**config.mk**
```make
export PLATFORM = sky130hd
export DESIGN_NAME = cci_div
export DESIGN_NICKNAME = d
export VERILOG_FILES = /design/src/rtl/cci_pkg.sv /design/src/rtl/cci_div.sv
export SDC_FILE = /design/constraint.sdc
export NUM_CORES = 2
export LEC_CHECK = 0
export BUFFER_PORTS_ARGS = -buffer_cell sky130_fd_sc_hd__buf_2
export CAP_MARGIN = 25
export CORE_ASPECT_RATIO = 0.8
export CORE_MARGIN = 10
export CORE_UTILIZATION = 60
export CTS_BUF_LIST = sky130_fd_sc_hd__clkbuf_8
export DETAILED_ROUTE_END_ITERATION = 6
export PLACE_DENSITY = 0.88
export REMOVE_ABC_BUFFERS = 1
export SLEW_MARGIN = 10
export SYNTH_ARGS = -nofsm -noshare
export SYNTH_HDL_FRONTEND = slang
export SYNTH_SLANG_ARGS = --single-unit
```
**constraint.sdc**
```tcl
create_clock -name i_clk -period 3.3 [get_ports i_clk]
set_input_delay 0.165 -clock i_clk [delete_from_list [all_inputs] [get_ports i_clk]]
set_output_delay 0.165 -clock i_clk [all_outputs]
set_load 0.005 [all_outputs]
```
**src/rtl/cci_pkg.sv**
```systemverilog
// Shared types and constants of the circle contact impulse resolver.
// No dependencies; imported by every module of the block.
package cci_pkg;

    // Width of the squared distance and of its integer root
    localparam int RAD_W  = 64;
    localparam int ROOT_W = 32;

    // Stage control handed to each pipelined unit
    typedef struct packed {
        logic en;   // advance every stage this cycle
        logic vld;  // beat presented to the first stage
    } t_stage_ctl;

endpackage

```
**src/rtl/cci_div.sv**
```systemverilog
// Pipelined restoring divider, several lanes over one common divisor,
// one quotient bit per stage, with sideband. Depends on cci_pkg.
module cci_div
    import cci_pkg::*;
#(
    parameter int LANES = 2,
    parameter int NW    = 48,
    parameter int DW    = 32,
    parameter int QW    = 17,
    parameter int SW    = 8
) (
    input  logic                       i_clk,
    input  logic                       i_rst_n,
    input  t_stage_ctl                 i_ctl,
    input  logic [LANES-1:0][NW-1:0]   i_num,
    input  logic [DW-1:0]              i_den,
    input  logic [SW-1:0]              i_side,
    output logic                       o_vld,
    output logic [LANES-1:0][QW-1:0]   o_quo,
    output logic [SW-1:0]              o_side
);

    logic [LANES-1:0][DW-1:0] r_rem  [0:QW-1];
    logic [LANES-1:0][QW-1:0] r_lo   [0:QW];
    logic [DW-1:0]            r_den  [0:QW-1];
    logic [SW-1:0]            r_side [0:QW];
    logic                     r_vld  [0:QW];

    logic [LANES-1:0][DW-1:0] n_rem  [1:QW];
    logic [LANES-1:0][QW-1:0] n_lo   [1:QW];

    // Shift in one dividend bit, subtract where it fits, shift the quotient bit in
    always_comb begin
        logic [DW:0] sh;
        logic        qbit;
        for (int k = 1; k <= QW; k++) begin
            for (int l = 0; l < LANES; l++) begin
                sh = {r_rem[k-1][l], r_lo[k-1][l][QW-1]};
                if (sh >= {1'b0, r_den[k-1]}) begin
                    n_rem[k][l] = DW'(sh - {1'b0, r_den[k-1]});
                    qbit        = 1'b1;
                end else begin
                    n_rem[k][l] = DW'(sh);
                    qbit        = 1'b0;
                end
                n_lo[k][l] = {r_lo[k-1][l][QW-2:0], qbit};
            end
        end
    end

    // Valid bits travel with the stages
    always_ff @(posedge i_clk) begin
        if (!i_rst_n) begin
            for (int k = 0; k <= QW; k++) r_vld[k] <= 1'b0;
        end else if (i_ctl.en) begin
            r_vld[0] <= i_ctl.vld;
            for (int k = 1; k <= QW; k++) r_vld[k] <= r_vld[k-1];
        end
    end

    // Load the upper dividend part as the first partial remainder, then advance
    always_ff @(posedge i_clk) begin
        if (i_ctl.en) begin
            for (int l = 0; l < LANES; l++) begin
                r_rem[0][l] <= DW'(i_num[l] >> QW);
                r_lo[0][l]  <= i_num[l][QW-1:0];
            end
            r_den[0]  <= i_den;
            r_side[0] <= i_side;
            for (int k = 1; k < QW; k++) begin
                r_rem[k] <= n_rem[k];
                r_den[k] <= r_den[k-1];
            end
            for (int k = 1; k <= QW; k++) begin
                r_lo[k]   <= n_lo[k];
                r_side[k] <= r_side[k-1];
            end
        end
    end

    assign o_vld  = r_vld[QW];
    assign o_quo  = r_lo[QW];
    assign o_side = r_side[QW];

endmodule
```
==> results of run 1 <==
[cell usage after synthesis (all sizes together), types with 22 or more instances]
master and number:
edfxtp 2404, ha 1088, a21oi 1026, o21ai 947, nand2 934, inv 802
nor2 598, a21o 528, xnor2 516, mux2 423, xor2 364, clkbuf 234
nand4 209, nand3 173, nor2b 171, o21a 150, nand2b 139, o21bai 127
nor3 115, and3 108, a31oi 99, buf 90, a211oi 75, o31ai 72
and2 51, o31a 44, a21boi 41, nor4 38, o211ai 38, mux2i 34
fa 32, or2 32, a221oi 29, a2111oi 26, a221o 25, a211o 23
and4 22
[per-stage QoR]
stage | setup slack (ns) | hold slack [ns]
floorplan | -1.89 | 0.264
global placement | -0.971 | 0.341
detailed placement | -0.988 | 0.343
CTS | -0.523 | 0.134
[kinds of logic after synthesis]
logic type	after synthesis	share of synthesized area (%)
muxes	457	3.85
xor gates and xnor gates	880	5.59
and+or+nand+nor	2666	9.19
AOI/OAI and AO/OA	3416	15.5
DFF	2404	52.3
adders and majority gates	1120	10.3
buffers and inverters	1126	3.24
[repair_timing]
item | in CTS
endpoints found under the setup margin | 1002
buffers inserted | 107
hold buffers | 278
endpoints found under the hold margin | 951
gates cloned | 21
resized for setup | 474
pin swaps | 136
[routing by layer]
metal | global-route usage, % | GRT overflow
met4 | 28.1 | 91
met3 | 37.8 | 21
met2 | 61.3 | 107
met5 | 17.3 | 5
met1 | 62.0 | 29
==> impl_metrics.yaml, run 1 <==
outcome:
  outcome: "did not finish"
  haltStage: "global routing (5_1_grt)"
  error: "[ERROR GRT-0232] Routing congestion too high. Check the congestion heatmap in the GUI."
place:
  place_area_um2: 160000
  dp_cells: 17300
  port_buffers: 182
  place_congestion: 1.02
  post-dp-hpwl_um: 322000
synthesis:
  synth_area_um2: 138000
  seq_area_frac_synth_pct: 52.3
  synth_cell_type_count: 107
  synth_top_area_cell: "edfxtp_1"
  yosys_register_bits: 2404
  synthArstFlopShare_pct: 0
  synth_top_flop_cell: "edfxtp_1"
  synth_top_cell_area_share_pct: 52.3
  netlist_instances: 12100
  synth-edff-count: 2404
  ys_top_cells_by_area: "edfxtp_1, ha_1, a21oi_1"
  avgSynthCellArea_um2: 11.4
  yosys_warnings: 0
global_routing:
  grt_antenna_before_repair: 81
  grt_usage_pct: 50.6
  grt.overflow.total: 253
  grt_start_max_net_pins: 141
floorplan:
  start_util_pct: 60.3
  die_w_um: 556
  die_h_um: 449
  rows: 157
  ios: 183
clock_tree:
  cts_buffers: 381
  cts_buffer_depth: 4
  cts.sinks: 2404
  clock-root-buffer: "clkbuf_8"
  ctsHtreeMaxLevel: 5
sta:
  timing.worst_endpoint.kind: "sequential cell input"
  crit_endpoint: "r_rem[0][928]$_DFFE_PP_/D"
==> run 2: changes to the inputs <==
--- a/config.mk
+++ b/config.mk
@@ -7,12 +7,10 @@
 export LEC_CHECK = 0
 export BUFFER_PORTS_ARGS = -buffer_cell sky130_fd_sc_hd__buf_2
 export CAP_MARGIN = 25
-export CORE_ASPECT_RATIO = 0.8
 export CORE_MARGIN = 10
-export CORE_UTILIZATION = 60
-export CTS_BUF_LIST = sky130_fd_sc_hd__clkbuf_8
+export CORE_UTILIZATION = 40
 export DETAILED_ROUTE_END_ITERATION = 6
-export PLACE_DENSITY = 0.88
+export PLACE_DENSITY_LB_ADDON = 0.15
 export REMOVE_ABC_BUFFERS = 1
 export SLEW_MARGIN = 10
 export SYNTH_ARGS = -nofsm -noshare
==> constraint.sdc (replaced) <==
create_clock -name i_clk -period 4.3 [get_ports i_clk]
set_input_delay 0.215 -clock i_clk [delete_from_list [all_inputs] [get_ports i_clk]]
set_output_delay 0.215 -clock i_clk [all_outputs]
set_load 0.005 [all_outputs]
==> run 2 against run 1 <==
Compared with the run above:
- the flow now finishes without violations
- synthesized cell count unchanged
- area after synthesis unchanged
==> impl_metrics.yaml, run 2 <==
worst_setup_path:
  cpMostUsedCell: "buf_4"
  critPathBufInv: 7
  end_kind: "flip-flop"
  crit_family: "compound AO/OA/AOI/OAI gates"
  critPathMaxStageDelay_ns: 0.49
  path_class: "flip-flop to flip-flop"
  worstPathCellList: "inv_1 -> buf_4 -> ha_1 -> nor2b_1 -> o21a_1 -> o21ai_0 -> buf_4 -> a211oi_1 -> buf_4 -> a221oi_1 -> buf_4 -> o211ai_1 -> buf_4 -> nand3_1 -> a21oi_1 -> nor2b_1 -> o21ai_4 -> buf_12 -> mux2_2"
  cp_slowest_cell: "a221oi_1"
  worstPathArrival_ns: 4.85
  crit_fanout: 33
  start_kind: "flip-flop"
  worstPathRequired_ns: 4.98
finish:
  layout-drive-gt1-share_pct: 14.1
  reg_top3: "r_rem: 1086 flops, r_lo: 612 flops, r_den: 544 flops"
  fin_nets: 14500
  mostFrequentLayoutCells: "edfxtp_1, ha_1, a21oi_1"
  regMostFlops: "r_rem"
  stdcell_area_um2: 162000
  final_cells: 18000
  area_delta_synth_final_pct: 17.7
  fill_cells: 31200
  layout_commonest_cell: "edfxtp_1"
  largest_reg_flops: 1086
synthesis:
  seq_area_frac_synth_pct: 52.3
  ys_top_cells_by_area: "edfxtp_1, ha_1, a21oi_1"
  yosys_register_bits: 2404
  netlist_instances: 12100
  synth-edff-count: 2404
  ys_top_cells_by_count: "edfxtp_1, ha_1, a21oi_1"
  synth_top_flop_cell: "edfxtp_1"
  synth_area_um2: 138000
  yosys_warnings: 0
  synth_top_cell_area_share_pct: 52.3
  synth_cell_type_count: 107
  yosysMostFrequentCell: "edfxtp_1"
  synth_top_area_cell: "edfxtp_1"
  synthArstFlopShare_pct: 0
  avgSynthCellArea_um2: 11.4
routing:
  drc_errors: 0
  via_per_inst: 5.47
  num_vias: 98700
  ant_nets: 0
  drt-total-wl_um: 453000
  drt_first_pass_iters: 6
  wl_per_cell_um: 25.1
  drt_iter0_markers: 7118
sta:
  hold_viol: 0
  worst_pin_slew_ns: 1.16
  timing.fmax_mhz: 240
  final-setup-viol-count: 0
  fin_crit_sh_pct: 96.9
  fin_crit_ns: 4.17
  fin_ws_ns: 0.133
  drv_slew: 0
  relSlewSlack_pct: 22.9
  fin_skew_ns: 0.0643
  final.setup.tns_ns: 0
  holdWs_ns: 0.0662
  rsz0062_at_grt: "true"
min_path:
  hold_path.class: "input port to flip-flop"
floorplan:
  die_area_um2: 369000
  rows: 215
  ios: 183
  die_h_um: 607
  die_w_um: 607
  coreArea_um2: 343000
  start_util_pct: 40.2
global_routing:
  grt_antenna_before_repair: 5
  grt_usage_pct: 23.6
  grt.overflow.total: 0
  grt_start_max_net_pins: 109
  grt_pass1_wl_um: 665000
  grt_pass1_vias: 101000
job:
  drv_cap: 0
place:
  post-dp-hpwl_um: 364000
  place_congestion: 0.958
  place_area_um2: 150000
  dp_cells: 17200
  port_buffers: 182
  post-place-ws_ns: -0.0136
power:
  clockPowerShare_pct: 19.0
  p_leak_nw: 66.0
  p_seq_share_pct: 31.3
  p_int_mw: 78.1
  power_density_nw_per_um2: 799
  p_switching_mw: 51.8
  vdd_drop_max_v: 0.000333
  swShare_pct: 39.9
  pwr-share-comb_pct: 49.7
clock_tree:
  tritoncts: "done"
  ctsHtreeMaxLevel: 5
  clock-root-buffer: "clkbuf_16"
  cts_buffers: 291
  cts.sinks: 2404
  cts_buffer_depth: 4
  clkTransAtPathRegs_ns: 0.06
  insertion_delay_ns: 0.94
outcome:
  outcome: "finished, final reports clean"
-- run 2: cell counts after synthesis --
Identical to the previous run, type by type.
-- run 2: final cells by class --
cell class                 count  area, um2  share of cell area [%]
multi-input combinational   8540      61800                    38.0
tap                         4557       5700                    3.51
antenna                        3       7.51                 0.00462
clock buffer                 342       7490                    4.61
clock inverter               180       2030                    1.25
timing repair buffer        1214      10300                    6.33
sequential                  2404      72200                    44.4
inverter                     802       3010                    1.85
-- run 2: cell families (layout without fill, tap and decap cells) --
| group | after synthesis | in the layout | synth area share, % |
|---|---|---|---|
| AO/OA/AOI/OAI | 3416 | 3417 | 15.5 |
| XOR/XNOR | 880 | 880 | 5.59 |
| adder cells (fa/ha/maj) | 1120 | 1120 | 10.3 |
| buffers and inverters | 1126 | 2538 | 3.24 |
| flip-flops | 2404 | 2404 | 52.3 |
| multiplexers | 457 | 457 | 3.85 |
| other | 0 | 3 | 0 |
| AND/OR/NAND/NOR | 2666 | 2666 | 9.19 |
-- run 2: worst paths after layout --
kind,from,end,slack (ns),cells past startpoint
max,r_den[0][97],r_rem[0][262],0.13,19
min,i_num[10],r_lo[0][10],0.07,2
max reg2reg,r_den[0][97],r_rem[0][262],0.13,19
min reg2reg,r_side[7][4],r_side[8][4],0.39,0
-- run 2: layer usage --
layer  wire length [um]  up-vias  part of all wire, %  global-route usage [%]
met5                 91        -                0.020                       0
met4              26700        6                  5.9                    11.5
met3              15400      801                  3.4                    2.44
met2             227000     2231                   50                    42.8
met1             183000    48300                   40                    27.9
li1                   -    47400                    -                       -
-- run 2: power by group through the flow --
stage | combinational [mW] | clock, mW | sequential [mW]
floorplan | 41.7 | 0 | 37.6
global placement | 62.8 | 0 | 41.2
detailed placement | 63.1 | 0 | 41.1
CTS | 64.0 | 25.4 | 40.7
global route | 70.6 | 26.3 | 41.0
finish | 64.5 | 24.7 | 40.6
-- run 2: repair_timing --
| action | in CTS | in global routing |
|---|---|---|
| buffers inserted | 7 | 6 |
| pin swaps | 7 | 8 |
| endpoints found under the hold margin | 180 | 0 |
| setup endpoints to repair | 16 | 222 |
| cloned | 1 | 2 |
| hold buffers | 264 | 0 |
| gates resized for setup | 4 | 29 |
-- run 2: stage by stage --
step,total power [mW],util [%]
final,130,47.3
after global routing,138,47.3
after CTS,130,47.3
after detailed placement,104,43.7
after global placement,104,43.7
after floorplan,79.2,-
Note: power is estimated with default switching activity, not from simulation.
